===== config.mk =====
export PLATFORM = sky130hd
export DESIGN_NAME = tga_rle_image_decoder
export DESIGN_NICKNAME = d
export VERILOG_FILES = /design/src/hw/rtl/tga_pkg.sv /design/src/hw/rtl/tga_rle_image_decoder.sv
export SDC_FILE = /design/constraint.sdc
export NUM_CORES = 2
export LEC_CHECK = 0
export BUFFER_PORTS_ARGS = -buffer_cell sky130_fd_sc_hd__buf_2
export CELL_PAD_IN_SITES_DETAIL_PLACEMENT = 0
export CELL_PAD_IN_SITES_GLOBAL_PLACEMENT = 1
export CORE_ASPECT_RATIO = 1.1
export CORE_UTILIZATION = 45
export DETAILED_ROUTE_END_ITERATION = 8
export HOLD_SLACK_MARGIN = 0.15
export PLACE_DENSITY = 0.82
export RECOVER_POWER = 25
export SYNTH_ARGS = -nofsm -noshare
export SYNTH_HDL_FRONTEND = slang
export SYNTH_SLANG_ARGS = --single-unit
export TNS_END_PERCENT = 20

===== constraint.sdc =====
create_clock -name i_clk -period 17.35 [get_ports i_clk]
set_input_delay 5.205 -clock i_clk [delete_from_list [all_inputs] [get_ports i_clk]]
set_output_delay 5.205 -clock i_clk [all_outputs]
set_load 0.02 [all_outputs]

===== src/hw/rtl/tga_pkg.sv =====
// Shared types and constants for the truecolor TGA run-length decoder.
package tga_pkg;

    // Decoder phase while walking through one file.
    typedef enum logic [2:0] {
        PH_HEADER = 3'd0,
        PH_IDSKIP = 3'd1,
        PH_PACKET = 3'd2,
        PH_PIXEL  = 3'd3,
        PH_IDLE   = 3'd4
    } t_phase;

    // Result kinds.
    localparam logic [1:0] KIND_HDR_OK  = 2'd0;
    localparam logic [1:0] KIND_HDR_BAD = 2'd1;
    localparam logic [1:0] KIND_SPAN    = 2'd2;

    // Header byte positions (little-endian fields).
    localparam logic [4:0] HDR_ID_LEN   = 5'd0;
    localparam logic [4:0] HDR_IMG_TYPE = 5'd2;
    localparam logic [4:0] HDR_WIDTH_LO = 5'd12;
    localparam logic [4:0] HDR_WIDTH_HI = 5'd13;
    localparam logic [4:0] HDR_HEIGHT_LO = 5'd14;
    localparam logic [4:0] HDR_HEIGHT_HI = 5'd15;
    localparam logic [4:0] HDR_BPP      = 5'd16;
    localparam logic [4:0] HDR_LAST     = 5'd17;

    // Supported image types and pixel sizes.
    localparam logic [7:0] IMG_TRUECOLOR = 8'd2;
    localparam logic [7:0] IMG_RLE       = 8'd10;
    localparam logic [7:0] BPP_24        = 8'd24;
    localparam logic [7:0] BPP_32        = 8'd32;
    localparam logic [7:0] ALPHA_OPAQUE  = 8'hFF;

    // Pixel byte positions within one BGR(A) pixel.
    localparam logic [1:0] PB_BLUE  = 2'd0;
    localparam logic [1:0] PB_GREEN = 2'd1;
    localparam logic [1:0] PB_RED   = 2'd2;
    localparam logic [1:0] PB_ALPHA = 2'd3;

    // Position divider: three quotient bits per cycle, nine bits in all.
    localparam int         DIV_BITS_PER_STEP = 3;
    localparam logic [1:0] DIV_LAST_STEP     = 2'd2;

    // One result item.
    typedef struct packed {
        logic [1:0]  kind;
        logic [7:0]  red;
        logic [7:0]  green;
        logic [7:0]  blue;
        logic [7:0]  alpha;
        logic [15:0] start_row;
        logic [15:0] start_column;
        logic [7:0]  span_count;
        logic        image_done;
        logic [15:0] image_width;
        logic [15:0] image_height;
        logic [7:0]  pixel_bits;
    } t_result;

endpackage


===== src/hw/rtl/tga_rle_image_decoder.sv =====
// Truecolor TGA decoder: header parse, ID skip, raw and run-length pixel spans.
//
// Input channel (i_in_valid / o_in_ready) takes one file byte per transfer,
// with i_start_of_file marking header byte 0 of a new file. Output channel
// (o_out_valid / i_out_ready) delivers header results and RGBA pixel spans.
// Throughput is one byte per cycle while o_in_ready is high. A result is
// registered into the output register, or into the skid entry while the
// output is held. The output register is backed by a one-entry skid buffer,
// so bytes keep flowing while the receiver stalls; o_in_ready drops only
// when both output entries are full, and rises again the cycle after the
// receiver takes a result. After a run span the new row and column are
// computed by a small divider; the packet header and pixel bytes that must
// arrive before the next span let it finish, so it never stalls the input.
// Reset (synchronous, active low) clears the decoder state and empties the
// output (not the divider datapath or output payload); the first bytes after
// reset are taken as a header even without the start-of-file mark.
module tga_rle_image_decoder
    import tga_pkg::*;
(
    input  logic        i_clk,
    input  logic        i_rst_n,
    input  logic        i_in_valid,
    output logic        o_in_ready,
    input  logic [7:0]  i_data_byte,
    input  logic        i_start_of_file,
    output logic        o_out_valid,
    input  logic        i_out_ready,
    output logic [1:0]  o_kind,
    output logic [7:0]  o_red,
    output logic [7:0]  o_green,
    output logic [7:0]  o_blue,
    output logic [7:0]  o_alpha,
    output logic [15:0] o_start_row,
    output logic [15:0] o_start_column,
    output logic [7:0]  o_span_count,
    output logic        o_image_done,
    output logic [15:0] o_image_width,
    output logic [15:0] o_image_height,
    output logic [7:0]  o_pixel_bits
);

    // Decoder state.
    t_phase      r_phase, n_phase;
    logic [4:0]  r_hidx, n_hidx;
    logic [7:0]  r_id_left, n_id_left;
    logic [7:0]  r_img_kind, n_img_kind;
    logic [7:0]  r_bpp, n_bpp;
    logic [15:0] r_width, n_width;
    logic [15:0] r_height, n_height;
    logic [15:0] r_cur_row, n_cur_row;
    logic [15:0] r_cur_col, n_cur_col;
    logic [7:0]  r_pkt_left, n_pkt_left;
    logic        r_pkt_run, n_pkt_run;
    logic [1:0]  r_byte_idx, n_byte_idx;
    logic [7:0]  r_blue, n_blue;
    logic [7:0]  r_green, n_green;
    logic [7:0]  r_red, n_red;
    logic [31:0] r_pix_left, n_pix_left;

    // Position divider.
    logic        r_div_busy, n_div_busy;
    logic [1:0]  r_div_step, n_div_step;
    logic [16:0] r_div_rem, n_div_rem;
    logic [24:0] r_div_dvs, n_div_dvs;
    logic [8:0]  r_div_quo, n_div_quo;
    logic [16:0] d_rem;
    logic [24:0] d_dvs;
    logic [8:0]  d_quo;

    // Output register and skid entry.
    logic        r_out_valid, r_skid_valid;
    t_result     r_out, r_skid;
    t_result     n_res;
    logic        n_res_valid;

    // Shared decode.
    logic        in_fire, out_fire, res_fire;
    t_phase      eff_phase;
    logic [4:0]  eff_hidx;
    t_phase      data_phase;
    logic        hdr_last, hdr_ok, hdr_empty;
    logic        pix_last, is_run_span, span_done;
    logic [7:0]  span_req, span_cnt;
    logic [31:0] img_pixels;
    logic [16:0] col_inc;

    assign o_in_ready = !r_skid_valid;
    assign in_fire    = i_in_valid && o_in_ready;
    assign out_fire   = r_out_valid && i_out_ready;
    assign res_fire   = in_fire && n_res_valid;

    // A start-of-file byte is always header byte 0.
    assign eff_phase  = i_start_of_file ? PH_HEADER : r_phase;
    assign eff_hidx   = i_start_of_file ? HDR_ID_LEN : r_hidx;
    assign data_phase = (r_img_kind == IMG_RLE) ? PH_PACKET : PH_PIXEL;

    // Header checks on the last header byte.
    assign hdr_last   = (eff_phase == PH_HEADER) && (eff_hidx == HDR_LAST);
    assign hdr_ok     = ((r_img_kind == IMG_TRUECOLOR) || (r_img_kind == IMG_RLE)) &&
                        ((r_bpp == BPP_24) || (r_bpp == BPP_32));
    assign hdr_empty  = (r_width == 16'd0) || (r_height == 16'd0);
    assign img_pixels = {16'd0, r_width} * {16'd0, r_height};

    // Span size, clipped to the pixels left in the image.
    assign pix_last    = (eff_phase == PH_PIXEL) &&
                         ((r_byte_idx == PB_ALPHA) ||
                          ((r_byte_idx == PB_RED) && (r_bpp == BPP_24)));
    assign is_run_span = (r_img_kind == IMG_RLE) && r_pkt_run;
    assign span_req    = is_run_span ? r_pkt_left : 8'd1;
    assign span_done   = ({24'd0, span_req} >= r_pix_left);
    assign span_cnt    = span_done ? r_pix_left[7:0] : span_req;
    assign col_inc     = {1'b0, r_cur_col} + 17'd1;

    // Restoring division steps: three compare-and-subtract stages per cycle.
    always_comb begin : div_step
        d_rem = r_div_rem;
        d_dvs = r_div_dvs;
        d_quo = r_div_quo;
        for (int j = 0; j < DIV_BITS_PER_STEP; j++) begin
            if ({8'd0, d_rem} >= d_dvs) begin
                d_rem = d_rem - d_dvs[16:0];
                d_quo = {d_quo[7:0], 1'b1};
            end else begin
                d_quo = {d_quo[7:0], 1'b0};
            end
            d_dvs = d_dvs >> 1;
        end
    end

    // Next state of the decoder and the divider.
    always_comb begin : next_state
        n_phase    = r_phase;
        n_hidx     = r_hidx;
        n_id_left  = r_id_left;
        n_img_kind = r_img_kind;
        n_bpp      = r_bpp;
        n_width    = r_width;
        n_height   = r_height;
        n_cur_row  = r_cur_row;
        n_cur_col  = r_cur_col;
        n_pkt_left = r_pkt_left;
        n_pkt_run  = r_pkt_run;
        n_byte_idx = r_byte_idx;
        n_blue     = r_blue;
        n_green    = r_green;
        n_red      = r_red;
        n_pix_left = r_pix_left;
        n_div_busy = r_div_busy;
        n_div_step = r_div_step;
        n_div_rem  = r_div_rem;
        n_div_dvs  = r_div_dvs;
        n_div_quo  = r_div_quo;

        // The divider finishes the position update of the last run span.
        if (r_div_busy) begin
            n_div_rem  = d_rem;
            n_div_dvs  = d_dvs;
            n_div_quo  = d_quo;
            n_div_step = r_div_step + 2'd1;
            if (r_div_step == DIV_LAST_STEP) begin
                n_div_busy = 1'b0;
                n_cur_col  = d_rem[15:0];
                n_cur_row  = r_cur_row - {7'd0, d_quo};
            end
        end

        if (in_fire) begin
            if (i_start_of_file) begin
                n_div_busy = 1'b0;
                n_phase    = PH_HEADER;
                n_hidx     = HDR_ID_LEN;
            end
            unique case (eff_phase)
                PH_HEADER: begin
                    unique case (eff_hidx)
                        HDR_ID_LEN:    n_id_left  = i_data_byte;
                        HDR_IMG_TYPE:  n_img_kind = i_data_byte;
                        HDR_WIDTH_LO:  n_width    = {8'd0, i_data_byte};
                        HDR_WIDTH_HI:  n_width    = {i_data_byte, r_width[7:0]};
                        HDR_HEIGHT_LO: n_height   = {8'd0, i_data_byte};
                        HDR_HEIGHT_HI: n_height   = {i_data_byte, r_height[7:0]};
                        HDR_BPP:       n_bpp      = i_data_byte;
                        default: ;
                    endcase
                    if (eff_hidx != HDR_LAST) begin
                        n_hidx = eff_hidx + 5'd1;
                    end else begin
                        n_hidx = HDR_ID_LEN;
                        if (!hdr_ok || hdr_empty) begin
                            n_phase = PH_IDLE;
                        end else begin
                            n_cur_row  = r_height - 16'd1;
                            n_cur_col  = 16'd0;
                            n_byte_idx = PB_BLUE;
                            n_pkt_left = 8'd0;
                            n_pkt_run  = 1'b0;
                            n_pix_left = img_pixels;
                            n_phase    = (r_id_left != 8'd0) ? PH_IDSKIP : data_phase;
                        end
                    end
                end
                PH_IDSKIP: begin
                    n_id_left = r_id_left - 8'd1;
                    if (r_id_left == 8'd1) begin
                        n_phase = data_phase;
                    end
                end
                PH_PACKET: begin
                    n_pkt_run  = i_data_byte[7];
                    n_pkt_left = {1'b0, i_data_byte[6:0]} + 8'd1;
                    n_byte_idx = PB_BLUE;
                    n_phase    = PH_PIXEL;
                end
                PH_PIXEL: begin
                    if (!pix_last) begin
                        n_byte_idx = r_byte_idx + 2'd1;
                        case (r_byte_idx)
                            PB_BLUE:  n_blue  = i_data_byte;
                            PB_GREEN: n_green = i_data_byte;
                            default:  n_red   = i_data_byte;
                        endcase
                    end else begin
                        n_byte_idx = PB_BLUE;
                        if (r_byte_idx == PB_RED) begin
                            n_red = i_data_byte;
                        end
                        if (span_done) begin
                            n_phase = PH_IDLE;
                        end else begin
                            n_pix_left = r_pix_left - {24'd0, span_cnt};
                            // Advance the position, wrapping down rows.
                            if (is_run_span) begin
                                n_div_busy = 1'b1;
                                n_div_step = 2'd0;
                                n_div_rem  = {1'b0, r_cur_col} + {9'd0, span_cnt};
                                n_div_dvs  = {1'b0, r_width, 8'd0};
                                n_div_quo  = 9'd0;
                            end else if (col_inc >= {1'b0, r_width}) begin
                                n_cur_col = 16'd0;
                                n_cur_row = r_cur_row - 16'd1;
                            end else begin
                                n_cur_col = col_inc[15:0];
                            end
                            // Packet bookkeeping for run-length data.
                            if (r_img_kind == IMG_RLE) begin
                                if (r_pkt_run) begin
                                    n_phase = PH_PACKET;
                                end else begin
                                    n_pkt_left = r_pkt_left - 8'd1;
                                    if (r_pkt_left == 8'd1) begin
                                        n_phase = PH_PACKET;
                                    end
                                end
                            end
                        end
                    end
                end
                PH_IDLE: ;
                default: ;
            endcase
        end
    end

    // Result for the byte at the input.
    always_comb begin : result_out
        n_res              = '0;
        n_res_valid        = 1'b0;
        n_res.image_width  = r_width;
        n_res.image_height = r_height;
        n_res.pixel_bits   = r_bpp;
        if (hdr_last) begin
            n_res_valid      = 1'b1;
            n_res.kind       = hdr_ok ? KIND_HDR_OK : KIND_HDR_BAD;
            n_res.image_done = !hdr_ok || hdr_empty;
        end else if (pix_last) begin
            n_res_valid        = 1'b1;
            n_res.kind         = KIND_SPAN;
            n_res.red          = (r_byte_idx == PB_RED) ? i_data_byte : r_red;
            n_res.green        = r_green;
            n_res.blue         = r_blue;
            n_res.alpha        = (r_byte_idx == PB_RED) ? ALPHA_OPAQUE : i_data_byte;
            n_res.start_row    = r_cur_row;
            n_res.start_column = r_cur_col;
            n_res.span_count   = span_cnt;
            n_res.image_done   = span_done;
        end
    end

    // Decoder state registers.
    always_ff @(posedge i_clk) begin
        if (!i_rst_n) begin
            r_phase    <= PH_HEADER;
            r_hidx     <= HDR_ID_LEN;
            r_id_left  <= 8'd0;
            r_img_kind <= 8'd0;
            r_bpp      <= 8'd0;
            r_width    <= 16'd0;
            r_height   <= 16'd0;
            r_cur_row  <= 16'd0;
            r_cur_col  <= 16'd0;
            r_pkt_left <= 8'd0;
            r_pkt_run  <= 1'b0;
            r_byte_idx <= PB_BLUE;
            r_blue     <= 8'd0;
            r_green    <= 8'd0;
            r_red      <= 8'd0;
            r_pix_left <= 32'd0;
            r_div_busy <= 1'b0;
            r_div_step <= 2'd0;
        end else begin
            r_phase    <= n_phase;
            r_hidx     <= n_hidx;
            r_id_left  <= n_id_left;
            r_img_kind <= n_img_kind;
            r_bpp      <= n_bpp;
            r_width    <= n_width;
            r_height   <= n_height;
            r_cur_row  <= n_cur_row;
            r_cur_col  <= n_cur_col;
            r_pkt_left <= n_pkt_left;
            r_pkt_run  <= n_pkt_run;
            r_byte_idx <= n_byte_idx;
            r_blue     <= n_blue;
            r_green    <= n_green;
            r_red      <= n_red;
            r_pix_left <= n_pix_left;
            r_div_busy <= n_div_busy;
            r_div_step <= n_div_step;
        end
    end

    // Divider datapath registers.
    always_ff @(posedge i_clk) begin
        r_div_rem <= n_div_rem;
        r_div_dvs <= n_div_dvs;
        r_div_quo <= n_div_quo;
    end

    // Output and skid valid flags.
    always_ff @(posedge i_clk) begin
        if (!i_rst_n) begin
            r_out_valid  <= 1'b0;
            r_skid_valid <= 1'b0;
        end else if (!r_out_valid || out_fire) begin
            r_out_valid  <= r_skid_valid || res_fire;
            r_skid_valid <= 1'b0;
        end else if (res_fire) begin
            r_skid_valid <= 1'b1;
        end
    end

    // Output and skid payload.
    always_ff @(posedge i_clk) begin
        if (!r_out_valid || out_fire) begin
            r_out <= r_skid_valid ? r_skid : n_res;
        end else if (res_fire) begin
            r_skid <= n_res;
        end
    end

    assign o_out_valid    = r_out_valid;
    assign o_kind         = r_out.kind;
    assign o_red          = r_out.red;
    assign o_green        = r_out.green;
    assign o_blue         = r_out.blue;
    assign o_alpha        = r_out.alpha;
    assign o_start_row    = r_out.start_row;
    assign o_start_column = r_out.start_column;
    assign o_span_count   = r_out.span_count;
    assign o_image_done   = r_out.image_done;
    assign o_image_width  = r_out.image_width;
    assign o_image_height = r_out.image_height;
    assign o_pixel_bits   = r_out.pixel_bits;

`ifndef ASSERT_OFF
    // The next span never arrives before the divider has updated the position.
    a_div_before_span: assert property (@(posedge i_clk) disable iff (!i_rst_n)
        r_div_busy |-> !(in_fire && pix_last))
        else $error("span completed while position divider busy");

    // The skid entry only fills behind a held output.
    a_skid_behind_out: assert property (@(posedge i_clk) disable iff (!i_rst_n)
        r_skid_valid |-> r_out_valid)
        else $error("skid entry valid with empty output register");

    // The span that completes the image stops decoding.
    a_done_to_idle: assert property (@(posedge i_clk) disable iff (!i_rst_n)
        (res_fire && (n_res.kind == KIND_SPAN) && n_res.image_done) |=>
        (r_phase == PH_IDLE))
        else $error("decoder not idle after final span");

    // Pixel data is only decoded while pixels remain in the image.
    a_pixels_left: assert property (@(posedge i_clk) disable iff (!i_rst_n)
        ((r_phase == PH_PACKET) || (r_phase == PH_PIXEL)) |-> (r_pix_left != 32'd0))
        else $error("pixel phase with no pixels left");

    // The divider stops after its last step, unless a new file cancels it sooner.
    a_div_length: assert property (@(posedge i_clk) disable iff (!i_rst_n)
        (r_div_busy && (r_div_step == DIV_LAST_STEP)) |=> !r_div_busy)
        else $error("position divider overran");
`endif

endmodule

# Yosys cells after proc, flatten, opt, wreduce, memory -nomap -nowiden
# Index checks and enable logic that the tools add are counted.
# op_classes
addsub,15
n_mul,1
order_cmp,5
eq_ne,29
n_mux,110
n_bitwise,5
n_reduce_logical,47
# ops
op,n
$mux 16,18
$mux 17,9
$mux 25,6
$mux 32,4
$pmux 16 s2,4
$mux 115,1
$mux 8,13
$mux 75,1
$mux 72,1
$pmux 32 s2,1
$mux 9,6
$sub 17x17->17,3
$ge 8x32->1,1
$logic_not 16->1,2
$mul 16x16->32,1
$sub 16x1->16 const B,2
$sub 32x8->32,1
$mux 3,9
$ge 17x25->1,1
$ge 17x24->1,1
$pmux 8 s3,1
$reduce_and 4->1,6
$ge 17x23->1,1
$mux 2,11
44 further kinds,108
# word_totals
register_bits,449
inputBits,13
out_inout_bits,117
wordCells,261

# Logic depth before layout (Yosys ltp)
# depth
depth_word,15
ltp_mapped,41
depth_no_buf,39

# Least setup slack after synthesis
# Ideal clock, no wire load.
# synth_timing
path_type,input-to-reg
from,in i_out_ready
to,reg r_skid[0] (netlist name) (enable)
setup_ns,0.759
t_arrival_ns,16.913
t_required_ns,16.591
setup_slack_ns,-0.322
cell_stages,2
n_path_buf,0
path_cell_list,nand2b_1 a211oi_1
# synth_via
elab_chain_len,4
# synth_rtl
element,line,text
from (decl),tga_rle_image_decoder.sv:27,"input logic i_out_ready,"
$logic_and 1x1->1,tga_rle_image_decoder.sv:89,assign out_fire = r_out_valid && i_out_ready;
$logic_or 1x1->1,tga_rle_image_decoder.sv:354,if (!r_out_valid || out_fire) begin
$not 1->1 (no source line),--,
$reduce_and 2->1 (no source line),--,
to (signal assigned),tga_rle_image_decoder.sv:357,r_skid <= n_res;
to (decl),tga_rle_image_decoder.sv:72,"t_result r_out, r_skid;"
# No other way between the ends.
# A chain may end at the register's enable or synchronous reset.

# Final worst setup path
# layout_timing
from,reg r_div_dvs[12]
to,reg r_cur_row[14]
# layout_via
elab_chain_len,15
elab_cells_between_ends,21
classes_between,3 x add/sub; 3 x order compare; 15 x mux
# layout_rtl
element,line,text
from (decl),tga_rle_image_decoder.sv:64,"logic [24:0] r_div_dvs, n_div_dvs;"
from (signal assigned),tga_rle_image_decoder.sv:335,r_div_dvs <= n_div_dvs;
$ge 17x25->1 or $sub 17x17->17 (tied branches),"tga_rle_image_decoder.sv:120, tga_rle_image_decoder.sv:121",
$mux 17,tga_rle_image_decoder.sv:120,"if ({8'd0, d_rem} >= d_dvs) begin"
$ge 17x24->1 or $sub 17x17->17 (tied branches),"tga_rle_image_decoder.sv:120, tga_rle_image_decoder.sv:121",
$mux 17,tga_rle_image_decoder.sv:120,
$ge 17x23->1,tga_rle_image_decoder.sv:120,
$mux 1,tga_rle_image_decoder.sv:120,
$sub 16x9->16 *,tga_rle_image_decoder.sv:163,"n_cur_row = r_cur_row - {7'd0, d_quo};"
$mux 16 *,tga_rle_image_decoder.sv:160,if (r_div_step == DIV_LAST_STEP) begin
$mux 16 *,tga_rle_image_decoder.sv:155,if (r_div_busy) begin
$mux 16,tga_rle_image_decoder.sv:238,"end else if (col_inc >= {1'b0, r_width}) begin"
$mux 16,tga_rle_image_decoder.sv:232,if (is_run_span) begin
$mux 16,tga_rle_image_decoder.sv:227,if (span_done) begin
$mux 16,tga_rle_image_decoder.sv:215,if (!pix_last) begin
$pmux 16 s2,tga_rle_image_decoder.sv:173,unique case (eff_phase)
$mux 16 *,tga_rle_image_decoder.sv:167,if (in_fire) begin
to (signal assigned),tga_rle_image_decoder.sv:318,r_cur_row <= n_cur_row;
to (decl),tga_rle_image_decoder.sv:50,"logic [15:0] r_cur_row, n_cur_row;"
# Every way passes the cells marked *; elsewhere a longest branch is shown, timed or not.

==> flow_metrics.py <==
metrics = {
    "sta": {
        "hold_viol": 0,
        "relSlewSlack": -0.886,
        "finalMaxSlewViolations": 212,
        "fin_skew_ps": 27.1,
        "fmax_mhz": 99.1,
        "period_needed_ps": 10090,
        "grt_setup_unrepaired": "no",
        "fin_crit_sh": 0.582,
        "final-setup-viol-count": 0,
        "tightest_slew_ps": 2830,
        "fin_tns_setup_ps": 0,
    },
    "power": {
        "powerDensity_mw_per_mm2": 64.1,
        "p_leak_nw": 15.9,
        "ir_worst_vdd_v": 0.0000648,
    },
    "clock_network": {
        "post_cts_buffers": 0,
        "cts_buffers": 49,
        "ctsRootBufferMaster": "clkbuf_16",
        "clk_pin_slew_ps": 70,
        "htree_levels": 2,
        "cts.sinks": 446,
        "worstSkewPairLatency_ps": 610,
        "cts_tree": "built",
        "postCtsHoldBufs": 0,
        "ctsResizeCount": 0,
        "clk_path_buf_depth": 3,
    },
    "floorplanning": {
        "initial_core_util": 0.456,
        "core-area_sq_mm": 0.0734,
        "io_pins": 130,
        "dieWidth_microns": 262,
        "rows": 104,
        "dieArea_sq_mm": 0.0755,
        "die_h_microns": 288,
    },
    "run": {
        "cap_violations": 5,
    },
    "cells_and_area": {
        "layout.nets": 4143,
        "fillers": 7062,
        "fin_area_sq_mm": 0.0365,
        "area_delta_synth_final_pct": 9.12,
        "post_route_cells_drive_above_1_share": 0.0784,
    },
    "setup_path": {
        "reg2reg_depth": 36,
        "slowest_delay_ps": 850,
        "critPathMaxFanout": 22,
        "cp.arrival_ps": 10530,
        "crit_slowest_cell": "nand3_1",
        "required_ps": 17790,
        "cp-end-kind": "register",
        "crit_type": "reg -> reg",
        "start_kind": "register",
    },
    "global_routing": {
        "grt_pass1_vias": 26900,
        "overflow": 0,
        "antenna_found_initial": 3,
        "grt_max_degree": 92,
        "track_usage": 0.270,
        "grt_pass1_wl_microns": 157000,
    },
    "synth": {
        "ys_top_cells_by_area": "edfxtp_1, dfxtp_1, fa_1",
        "syn_area_sq_mm": 0.0335,
        "synth-seq-area-share": 0.336,
        "async_flop_share": 0,
        "synth.avg_cell_area_sq_um": 9.11,
        "synth.ff_latch_count": 446,
        "synth.most_common_cell": "nand2_1",
        "yosys_warnings": 0,
        "synth_edf_count": 230,
        "synth_nets": 4111,
        "ys_types": 85,
        "netlist_instances": 3675,
        "synth_area_leader_cell": "edfxtp_1",
        "synth_top_area_share": 0.206,
        "ys.flop_type": "edfxtp_1",
        "netlist_top_cells_count": "nand2_1, nor2_1, inv_1",
    },
    "hold_path": {
        "min_path_cells": 0,
        "hp-class": "reg -> reg",
    },
    "routing": {
        "drt_pass1_iterations": 8,
        "num_vias": 27000,
        "totalWireLength_microns": 102000,
        "drc": 0,
        "avgViaCountPerCell": 5.75,
        "wire_per_inst_microns": 21.6,
        "drt-initial-drc-count": 1915,
        "antenna_left": 0,
    },
    "run_status": {
        "status": "finished with violations",
        "violations": "capacitance limit, slew limit",
    },
    "place": {
        "hpwl_microns": 75200,
        "place_area_sq_mm": 0.0350,
        "port_buffers": 129,
        "gp_congestion": 0.955,
    },
}
[cell families (layout without fill, tap and decap cells)]
group                      Yosys count  count (layout)  share of synthesized area
muxes                              176             176                     0.0555
adders and majority gates          423             423                      0.203
other                                0               3                          0
buffers and inverters              532             605                     0.0606
DFF                                446             446                      0.336
xor gates and xnor gates           125             125                     0.0327
and+or+nand+nor                   1234            1234                      0.173
AOI/OAI and AO/OA                  739             739                      0.140
[critical path: cells and delay by family (launching register included)]
family	cells	cell delay [ps]
compound gates	16	4530
simple gates	10	2300
fa+ha+maj	5	1720
buf+inv	4	720
flops	1	350
xor+xnor	1	260
[routing by layer]
layer  vias up  wire length [microns]  global-route usage
met2       807                  50500               0.472
met1     13200                  41500               0.337
met3       237                   4950              0.0291
li1      12700                      -                   -
met4         0                   4710               0.115
met5         -                      0                   0
[report_power, final]
group / internal, mW / switching [mW]
Clock: 0.628 / 0.474
Sequential: 1.10 / 0.00483
Combinational: 0.0409 / 0.0914
[worst paths after layout]
check | slack (ps) | end | start
worst max-delay path | 7260 | r_cur_row[14]$_SDFF_PN0_ | r_div_dvs[12]$_DFF_P_
worst min-delay path | 440 | r_skid[0]$_DFFE_PP_ | r_bpp[0]$_SDFFE_PN0P_
worst max register to register | 7260 | r_cur_row[14]$_SDFF_PN0_ | r_div_dvs[12]$_DFF_P_
worst min register to register | 440 | r_skid[0]$_DFFE_PP_ | r_bpp[0]$_SDFFE_PN0P_
[metrics by stage]
| step | cells | power (mW) | setup slack, ps | util | hold WS [ps] |
|---|---|---|---|---|---|
| floorplan | 3675 | 1.22 | 226 | - | 406 |
| global placement | 4610 | 1.26 | 7580 | 0.477 | 441 |
| detailed placement | 4610 | 1.26 | 7440 | 0.477 | 444 |
| CTS | 4702 | 2.36 | 7420 | 0.500 | 451 |
| global route | 4703 | 2.41 | 6630 | 0.498 | 475 |
| finish | 4705 | 2.34 | 7260 | 0.498 | 443 |
[final cells by class]
type / instances / area [sq um] / share of cell area
Inverter: 326 / 1230 / 0.0336
Clock inverter: 37 / 397 / 0.0109
Timing Repair Buffer: 187 / 935 / 0.0256
Clock buffer: 55 / 1280 / 0.0351
Multi-Input combinational cell: 2697 / 20200 / 0.554
Tap cell: 954 / 1190 / 0.0327
Antenna cell: 3 / 7.51 / 0.000206
Sequential cell: 446 / 11200 / 0.308
[sequential cells by signal (all words and copies together), names as in the netlist, 16 cells and up]
name            cells
r_div_dvs          25
o_start_column     16
r_height           16
r_width            16
r_pix_left         32
r_skid            115
r_div_rem          17
o_image_width      16
o_start_row        16
r_cur_col          16
o_image_height     16
r_cur_row          16
[layout by cell type, fill, tap and decap left out, drive strengths merged, types with 31 or more instances in the layout]
master | Yosys | layout
a22oi | 33 | 33
xnor2 | 79 | 79
nand2 | 414 | 414
nor2b | 32 | 32
fa | 200 | 200
o22ai | 31 | 31
clkbuf | 177 | 134
a21oi | 218 | 218
nor3 | 64 | 64
buf | 29 | 108
o21ai | 179 | 179
edfxtp | 230 | 230
nand3 | 68 | 68
dfxtp | 216 | 216
inv | 324 | 328
mux2 | 77 | 77
a211oi | 31 | 31
and2 | 136 | 136
nor2 | 336 | 336
o31ai | 42 | 42
ha | 223 | 223
mux2i | 99 | 99
xor2 | 46 | 46
Note: power is estimated with default switching activity, not from simulation.
